**config.mk**
```make
export PLATFORM = sky130hd
export DESIGN_NAME = string_literal_escaper_unit
export DESIGN_NICKNAME = d
export VERILOG_FILES = /design/src/hdl/sle_pkg.sv /design/src/hdl/string_literal_escaper_unit.sv
export VERILOG_INCLUDE_DIRS = /design/src /design/src/hdl
export SDC_FILE = /design/constraint.sdc
export NUM_CORES = 1
export LEC_CHECK = 0
export BUFFER_PORTS_ARGS = -buffer_cell sky130_fd_sc_hd__buf_2
export CAP_MARGIN = 30
export CORE_MARGIN = 4
export CORE_UTILIZATION = 30
export CTS_BUF_LIST = sky130_fd_sc_hd__clkbuf_4
export DETAILED_ROUTE_END_ITERATION = 16
export PLACE_DENSITY_LB_ADDON = 0.25
export SLEW_MARGIN = 25
export SYNTH_ARGS = -nofsm -noshare
export SYNTH_HDL_FRONTEND = slang
export SYNTH_SLANG_ARGS = --single-unit
```
**constraint.sdc**
```tcl
create_clock -name clk -period 12.8 [get_ports clk]
set_input_delay 1.28 -clock clk [delete_from_list [all_inputs] [get_ports clk]]
set_output_delay 1.28 -clock clk [all_outputs]
set_load 0.05 [all_outputs]
```
**src/hdl/string_literal_escaper_unit_macros.svh**
```systemverilog
// Assertion macros shared by the string literal escaper RTL.
`ifndef STRING_LITERAL_ESCAPER_UNIT_MACROS_SVH
`define STRING_LITERAL_ESCAPER_UNIT_MACROS_SVH

// Clocked assertion that is switched off while reset is asserted.
`define SLE_ASSERT(name, prop, msg) \
    name: assert property (@(posedge clk) disable iff (!rst_n) prop) else $error(msg);

// Clocked assertion that is also checked during reset.
`define SLE_ASSERT_ALWAYS(name, prop, msg) \
    name: assert property (@(posedge clk) prop) else $error(msg);

`endif

```
**src/hdl/sle_pkg.sv**
```systemverilog
// Types, codes and the escape function of the string literal escaper.
package sle_pkg;

    // Input opcodes.
    localparam logic [1:0] OP_CODE_POINT  = 2'd0;
    localparam logic [1:0] OP_OPEN_QUOTE  = 2'd1;
    localparam logic [1:0] OP_CLOSE_QUOTE = 2'd2;

    // Configuration register indexes.
    localparam logic [1:0] CFG_ASCII_ONLY  = 2'd0;
    localparam logic [1:0] CFG_QUOTE_STYLE = 2'd1;

    // Characters.
    localparam logic [7:0] CH_DQUOTE    = 8'h22;
    localparam logic [7:0] CH_SQUOTE    = 8'h27;
    localparam logic [7:0] CH_BACKSLASH = 8'h5C;
    localparam logic [7:0] CH_LOWER_U   = 8'h75;
    localparam logic [7:0] CH_LOWER_B   = 8'h62;
    localparam logic [7:0] CH_LOWER_F   = 8'h66;
    localparam logic [7:0] CH_LOWER_N   = 8'h6E;
    localparam logic [7:0] CH_LOWER_R   = 8'h72;
    localparam logic [7:0] CH_LOWER_T   = 8'h74;

    // Control codes with short escapes.
    localparam logic [7:0] CC_BACKSPACE = 8'h08;
    localparam logic [7:0] CC_TAB       = 8'h09;
    localparam logic [7:0] CC_NEWLINE   = 8'h0A;
    localparam logic [7:0] CC_FORMFEED  = 8'h0C;
    localparam logic [7:0] CC_RETURN    = 8'h0D;

    // Code point boundaries.
    localparam logic [20:0] FIRST_PRINTABLE = 21'h00_0020;
    localparam logic [20:0] LAST_PRINTABLE  = 21'h00_007E;
    localparam logic [20:0] LAST_ASCII      = 21'h00_007F;
    localparam logic [20:0] LAST_TWO_BYTE   = 21'h00_07FF;
    localparam logic [20:0] SURR_FIRST      = 21'h00_D800;
    localparam logic [20:0] SURR_LAST       = 21'h00_DFFF;
    localparam logic [20:0] BYTE_ORDER_MARK = 21'h00_FEFF;
    localparam logic [20:0] BMP_LAST        = 21'h00_FFFF;
    localparam logic [20:0] PLANE_ONE       = 21'h01_0000;
    localparam logic [20:0] UNICODE_LAST    = 21'h10_FFFF;

    localparam logic [15:0] SURR_HIGH_BASE = 16'hD800;
    localparam logic [15:0] SURR_LOW_BASE  = 16'hDC00;
    localparam logic [15:0] REPLACEMENT    = 16'hFFFD;

    localparam int unsigned MAX_BYTES = 12;

    // Transaction payloads.
    typedef struct packed {
        logic [1:0]  opcode;
        logic [20:0] code_point;
    } in_item_t;

    typedef struct packed {
        logic [3:0]  byte_count;
        logic [63:0] bytes_first_eight;
        logic [31:0] bytes_last_four;
    } out_item_t;

    // Uppercase hex digit of one nibble.
    function automatic logic [7:0] hex_digit(logic [3:0] nib);
        logic [7:0] ch;
        if (nib < 4'd10)
        begin
            ch = 8'h30 + {4'd0, nib};
        end
        else
        begin
            ch = 8'h37 + {4'd0, nib};
        end
        return ch;
    endfunction

    // Six bytes of a \uXXXX escape, first byte in bits 7:0.
    function automatic logic [47:0] u_escape(logic [15:0] v);
        return {hex_digit(v[3:0]), hex_digit(v[7:4]), hex_digit(v[11:8]),
                hex_digit(v[15:12]), CH_LOWER_U, CH_BACKSLASH};
    endfunction

    // Escapes one input item into its packed result.
    function automatic out_item_t escape_item(in_item_t item, logic ascii_only,
                                              logic quote_style);
        logic [7:0]  b [MAX_BYTES];
        logic [3:0]  n;
        logic [7:0]  quote;
        logic [20:0] cp;
        logic [20:0] d;
        logic [15:0] hi_unit;
        logic [15:0] lo_unit;
        logic [47:0] esc_a;
        logic [47:0] esc_b;
        logic        two_escapes;
        logic        one_escape;
        out_item_t   r;

        for (int i = 0; i < MAX_BYTES; i++)
        begin
            b[i] = 8'h00;
        end
        cp          = item.code_point;
        quote       = quote_style ? CH_SQUOTE : CH_DQUOTE;
        d           = cp - PLANE_ONE;
        hi_unit     = SURR_HIGH_BASE | {6'd0, d[19:10]};
        lo_unit     = SURR_LOW_BASE | {6'd0, d[9:0]};
        esc_a       = u_escape(cp[15:0]);
        esc_b       = u_escape(lo_unit);
        one_escape  = 1'b0;
        two_escapes = 1'b0;
        n           = 4'd1;

        // Pick the form of the item.
        if (item.opcode != OP_CODE_POINT)
        begin
            b[0] = quote;
        end
        else if (cp <= LAST_PRINTABLE)
        begin
            if (cp[7:0] == CH_BACKSLASH || cp[7:0] == quote)
            begin
                b[0] = CH_BACKSLASH;
                b[1] = cp[7:0];
                n    = 4'd2;
            end
            else if (cp >= FIRST_PRINTABLE)
            begin
                b[0] = cp[7:0];
            end
            else
            begin
                b[0] = CH_BACKSLASH;
                n    = 4'd2;
                unique case (cp[7:0])
                    CC_BACKSPACE: b[1] = CH_LOWER_B;
                    CC_FORMFEED:  b[1] = CH_LOWER_F;
                    CC_NEWLINE:   b[1] = CH_LOWER_N;
                    CC_RETURN:    b[1] = CH_LOWER_R;
                    CC_TAB:       b[1] = CH_LOWER_T;
                    default:      one_escape = 1'b1;
                endcase
            end
        end
        else if (cp > UNICODE_LAST)
        begin
            esc_a      = u_escape(REPLACEMENT);
            one_escape = 1'b1;
        end
        else if (!ascii_only && cp != BYTE_ORDER_MARK && (cp < SURR_FIRST || cp > SURR_LAST))
        begin
            // UTF-8 encoding.
            if (cp <= LAST_ASCII)
            begin
                b[0] = cp[7:0];
            end
            else if (cp <= LAST_TWO_BYTE)
            begin
                b[0] = {3'b110, cp[10:6]};
                b[1] = {2'b10, cp[5:0]};
                n    = 4'd2;
            end
            else if (cp <= BMP_LAST)
            begin
                b[0] = {4'b1110, cp[15:12]};
                b[1] = {2'b10, cp[11:6]};
                b[2] = {2'b10, cp[5:0]};
                n    = 4'd3;
            end
            else
            begin
                b[0] = {5'b11110, cp[20:18]};
                b[1] = {2'b10, cp[17:12]};
                b[2] = {2'b10, cp[11:6]};
                b[3] = {2'b10, cp[5:0]};
                n    = 4'd4;
            end
        end
        else if (cp <= BMP_LAST)
        begin
            one_escape = 1'b1;
        end
        else
        begin
            esc_a       = u_escape(hi_unit);
            two_escapes = 1'b1;
        end

        // Lay out the \u escapes.
        if (one_escape || two_escapes)
        begin
            for (int i = 0; i < 6; i++)
            begin
                b[i] = esc_a[8*i +: 8];
            end
            n = 4'd6;
        end
        if (two_escapes)
        begin
            for (int i = 0; i < 6; i++)
            begin
                b[i+6] = esc_b[8*i +: 8];
            end
            n = 4'd12;
        end

        // Pack the bytes.
        r.byte_count = n;
        for (int i = 0; i < 8; i++)
        begin
            r.bytes_first_eight[8*i +: 8] = b[i];
        end
        for (int i = 0; i < 4; i++)
        begin
            r.bytes_last_four[8*i +: 8] = b[i+8];
        end
        return r;
    endfunction

endpackage

```
**src/hdl/string_literal_escaper_unit.sv**
```systemverilog
// String literal escaper top level: input register, escape logic, result register.
// A transaction is held in the input register, then escaped into the result register.
// Throughput: one transaction per cycle while out_stall is low; the escape function between
// the two registers sets the cycle time.
// Reset clears both valid flags and the two configuration registers.
`include "string_literal_escaper_unit_macros.svh"

module string_literal_escaper_unit
    import sle_pkg::*;
(
    input  logic       clk,
    input  logic       rst_n,
    input  logic       cfg_wr_en,
    input  logic [1:0] cfg_index,
    input  logic       cfg_data,
    input  logic       in_valid,
    output logic       in_stall,
    input  in_item_t   in_data,
    output logic       out_valid,
    input  logic       out_stall,
    output out_item_t  out_data
);

    logic      ascii_only_reg;
    logic      quote_style_reg;
    logic      s1_valid_reg;
    logic      s1_valid_next;
    in_item_t  s1_data_reg;
    logic      out_valid_reg;
    logic      out_valid_next;
    out_item_t out_data_reg;
    logic      out_load;
    logic      in_take;

    // Configuration registers.
    always_ff @(posedge clk or negedge rst_n)
    begin
        if (!rst_n)
        begin
            ascii_only_reg  <= 1'b0;
            quote_style_reg <= 1'b0;
        end
        else if (cfg_wr_en)
        begin
            if (cfg_index == CFG_ASCII_ONLY)
            begin
                ascii_only_reg <= cfg_data;
            end
            if (cfg_index == CFG_QUOTE_STYLE)
            begin
                quote_style_reg <= cfg_data;
            end
        end
    end

    // Handshake control: the result register loads when empty or drained.
    always_comb
    begin
        out_load       = !out_valid_reg || !out_stall;
        in_stall       = s1_valid_reg && !out_load;
        in_take        = in_valid && !in_stall;
        s1_valid_next  = in_take ? 1'b1 : (s1_valid_reg && !out_load);
        out_valid_next = out_load ? s1_valid_reg : out_valid_reg;
    end

    // Valid flags.
    always_ff @(posedge clk or negedge rst_n)
    begin
        if (!rst_n)
        begin
            s1_valid_reg  <= 1'b0;
            out_valid_reg <= 1'b0;
        end
        else
        begin
            s1_valid_reg  <= s1_valid_next;
            out_valid_reg <= out_valid_next;
        end
    end

    // Payload registers.
    always_ff @(posedge clk)
    begin
        if (in_take)
        begin
            s1_data_reg <= in_data;
        end
        if (out_load && s1_valid_reg)
        begin
            out_data_reg <= escape_item(s1_data_reg, ascii_only_reg, quote_style_reg);
        end
    end

    assign out_valid = out_valid_reg;
    assign out_data  = out_data_reg;

    // Checks on the pipeline and the result layout.
    `SLE_ASSERT(a_count_range, out_valid_reg |-> (out_data_reg.byte_count != 4'd0 && out_data_reg.byte_count <= 4'd12), "byte count out of range")
    `SLE_ASSERT(a_short_upper_zero, (out_valid_reg && out_data_reg.byte_count <= 4'd8) |-> out_data_reg.bytes_last_four == 32'd0, "unused upper bytes not zero")
    `SLE_ASSERT(a_stage_moves, (s1_valid_reg && out_load) |=> out_valid_reg, "input stage transaction lost")
    `SLE_ASSERT_ALWAYS(a_stall_needs_item, in_stall |-> (s1_valid_reg && out_valid_reg), "stall without held transactions")

endmodule

```
==> results.yml <==
critical_path:
  start_kind: "flip-flop"
  arrival_ns: 3.91
  worstSetupEndpointType: "flip-flop"
  crit_type: "flip-flop to flip-flop"
  cp_max_fo: 18
  required_ns: 13.05
floorplan:
  die_x_um: 147
  core_mm2: 0.0189
  initial_core_util: 0.307
  die_height_um: 147
  row_count: 50
  dieArea_mm2: 0.0216
  ios: 133
worst_hold_path:
  min_path_type: "flip-flop to flip-flop"
grt:
  gr-usage-met2: 0.253
  grt_max_degree: 70
  grt_pass1_vias: 4458
  grt_pass1_wl_um: 26200
  antenna_found_initial: 1
  grt_overflow_total: 0
  met1_usage: 0.210
  grt.busiest_layer: "met2"
  grt_usage: 0.158
  use_met3: 0.0256
sta:
  rsz0062_at_grt: "false"
  worst_slack_ns: 9.14
  fin_crit_ns: 3.66
  slew_headroom: 0.368
  hold_ws_ns: 0.516
  max_slew.worst_pin.slew_ns: 0.941
  setup_viol: 0
  max_freq_mhz: 273
  hold_viol: 0
  setup_tns_ns: 0
  slew_violations: 0
  finClkSkew_ns: 0.0178
  period_share: 0.286
drt:
  wl_per_cell_um: 19.3
  antenna_left: 0
  vias: 4517
  drt_iter0_markers: 400
  route.detailed.drc: 0
  viasPerCell: 5.06
  drt_pass1_iterations: 5
  drt_wl_total_um: 17200
clock_tree:
  cts-buffers-inserted: 9
  cts_resized: 0
  cts_max_level: 3
  path_clk_slew_ns: 0.15
  cts_tree: "built"
  postCtsHoldBufs: 0
  cts_num_sinks: 96
  cts_setup_buffers: 0
  clk_path_buf_depth: 2
  clock_latency_ns: 0.49
  root_buffer: "clkbuf_4"
place:
  routabilityCongestion: 1.00
  port-buffer-count: 111
  post-place-ws_ns: 9.24
  dp_hpwl_um: 13300
logic_synthesis:
  synth-main-ff-cell: "edfxtp_1"
  avgSynthCellArea_um2: 10.7
  yosys.area.top_type: "edfxtp_1"
  synth_cell_types: 71
  synthArstFlopShare: 0.0417
  synth_area_mm2: 0.00580
  yosysSeqAreaShare: 0.493
  syn_inst: 541
  synth.area.top_cells: "edfxtp_1 (48%), ha_1 (6.9%), buf_4 (5.0%)"
  yosysMostFrequentCell: "edfxtp_1"
  ys_warn_count: 0
  synth_top_area_share: 0.476
  synthTopCellsByCount: "edfxtp_1 (92), nor2_1 (54), nand2_1 (40)"
  synth_edf_count: 92
  ys_ff_latch: 96
power_and_ir_drop:
  p_per_area_mw_per_mm2: 118
  p_leak_nw: 2.62
  ir_drop_uv: 52.8
layout:
  fin_util: 0.346
  area_growth_pct: 12.8
  drive_gt1_frac: 0.244
  nFillCells: 2015
  largest_reg_flops: 69
  layout.nets: 689
job:
  maxCapViolations: 0
status:
  outcome: "completed"
-- logic make-up after synthesis --
kind of cell	after synthesis	synth area share
AO/OA/AOI/OAI	131	0.162
XOR/XNOR	16	0.0241
adder cells (fa/ha/maj)	32	0.0690
buffers and inverters	88	0.0864
flip-flops	96	0.493
multiplexers	8	0.0142
other	1	0.000646
AND/OR/NAND/NOR	169	0.150
-- where the power goes --
part	switching [mW]	internal [mW]
clock	0.102	0.0578
combinational	0.163	0.0507
sequential	0.0217	0.375
total	0.286	0.484
-- metal layers --
layer / vias to the layer above / part of all wire
met5: - / 0
met4: 0 / 0.034
met3: 32 / 0.055
met2: 191 / 0.46
met1: 2182 / 0.45
li1: 2112 / -
-- through the flow --
step | cell area [um^2] | std cells | power (mW)
after global placement | 6400 | 874 | 0.618
final | 6550 | 892 | 0.770
after CTS | 6540 | 891 | 0.779
after detailed placement | 6410 | 875 | 0.619
after floorplan | 5880 | 561 | 0.574
after global routing | 6550 | 892 | 0.807
-- cell usage in the layout (no fill, tap or decap), drive strengths merged, types with 4 or more instances in the layout --
cell type,netlist,final
a21oi,27,27
buf,56,117
mux2i,6,6
nand3,12,12
xnor2,13,13
o21ai,20,20
a211o,5,5
o22ai,11,11
a32o,5,5
a211oi,7,7
o21a,7,7
nor2b,10,10
nor2,55,55
o31ai,4,4
conb,1,21
ha,32,32
nand2,40,40
edfxtp,92,92
clkbuf,7,9
nand4,7,7
o211ai,4,4
or3,4,4
dfrtp,4,4
clkinv,1,7
inv,24,24
a31oi,8,8
or2,4,4
or4,5,5
nor3,15,15
nor4,7,7
a21o,5,5
-- cell type report --
cell class	instances	area (um^2)	share of cell area
clock inverters	7	62.6	0.00956
repair buffers	117	604	0.0923
multi-input cells	377	2530	0.386
inverters	25	93.8	0.0143
clock buffers	9	67.6	0.0103
diodes	1	2.50	0.000382
well taps	260	325	0.0497
flip-flops and latches	96	2860	0.437
-- worst max-delay path, cell delays in order, from the launching register on --
cell and delay, ns:
edfxtp_1 0.66, ha_1 0.36, nand2_1 0.18, nor3_1 0.17
a31oi_1 0.25, and3_1 0.48, o311ai_4 0.85, nor2_1 0.19
a32o_1 0.28
-- path summary, 6_finish.rpt --
path | slack [ns] | cells past startpoint | from | end
setup / recovery | 9.14 | 8 | s1_data_reg[15]$_DFFE_PP_ | out_data[61]$_DFFE_PP_
hold / removal | 0.52 | 1 | s1_valid_reg$_DFF_PN0_ | out_valid$_DFFE_PN0N_
setup reg to reg | 9.14 | 8 | s1_data_reg[15]$_DFFE_PP_ | out_data[61]$_DFFE_PP_
hold reg to reg | 0.52 | 1 | s1_valid_reg$_DFF_PN0_ | out_valid$_DFFE_PN0N_
max in group asynchronous | 12.13 | 1 | rst_n | ascii_only_reg$_DFFE_PN0P_
min in group asynchronous | 0.56 | 1 | rst_n | s1_valid_reg$_DFF_PN0_
Power figures use the tool's default switching activity.
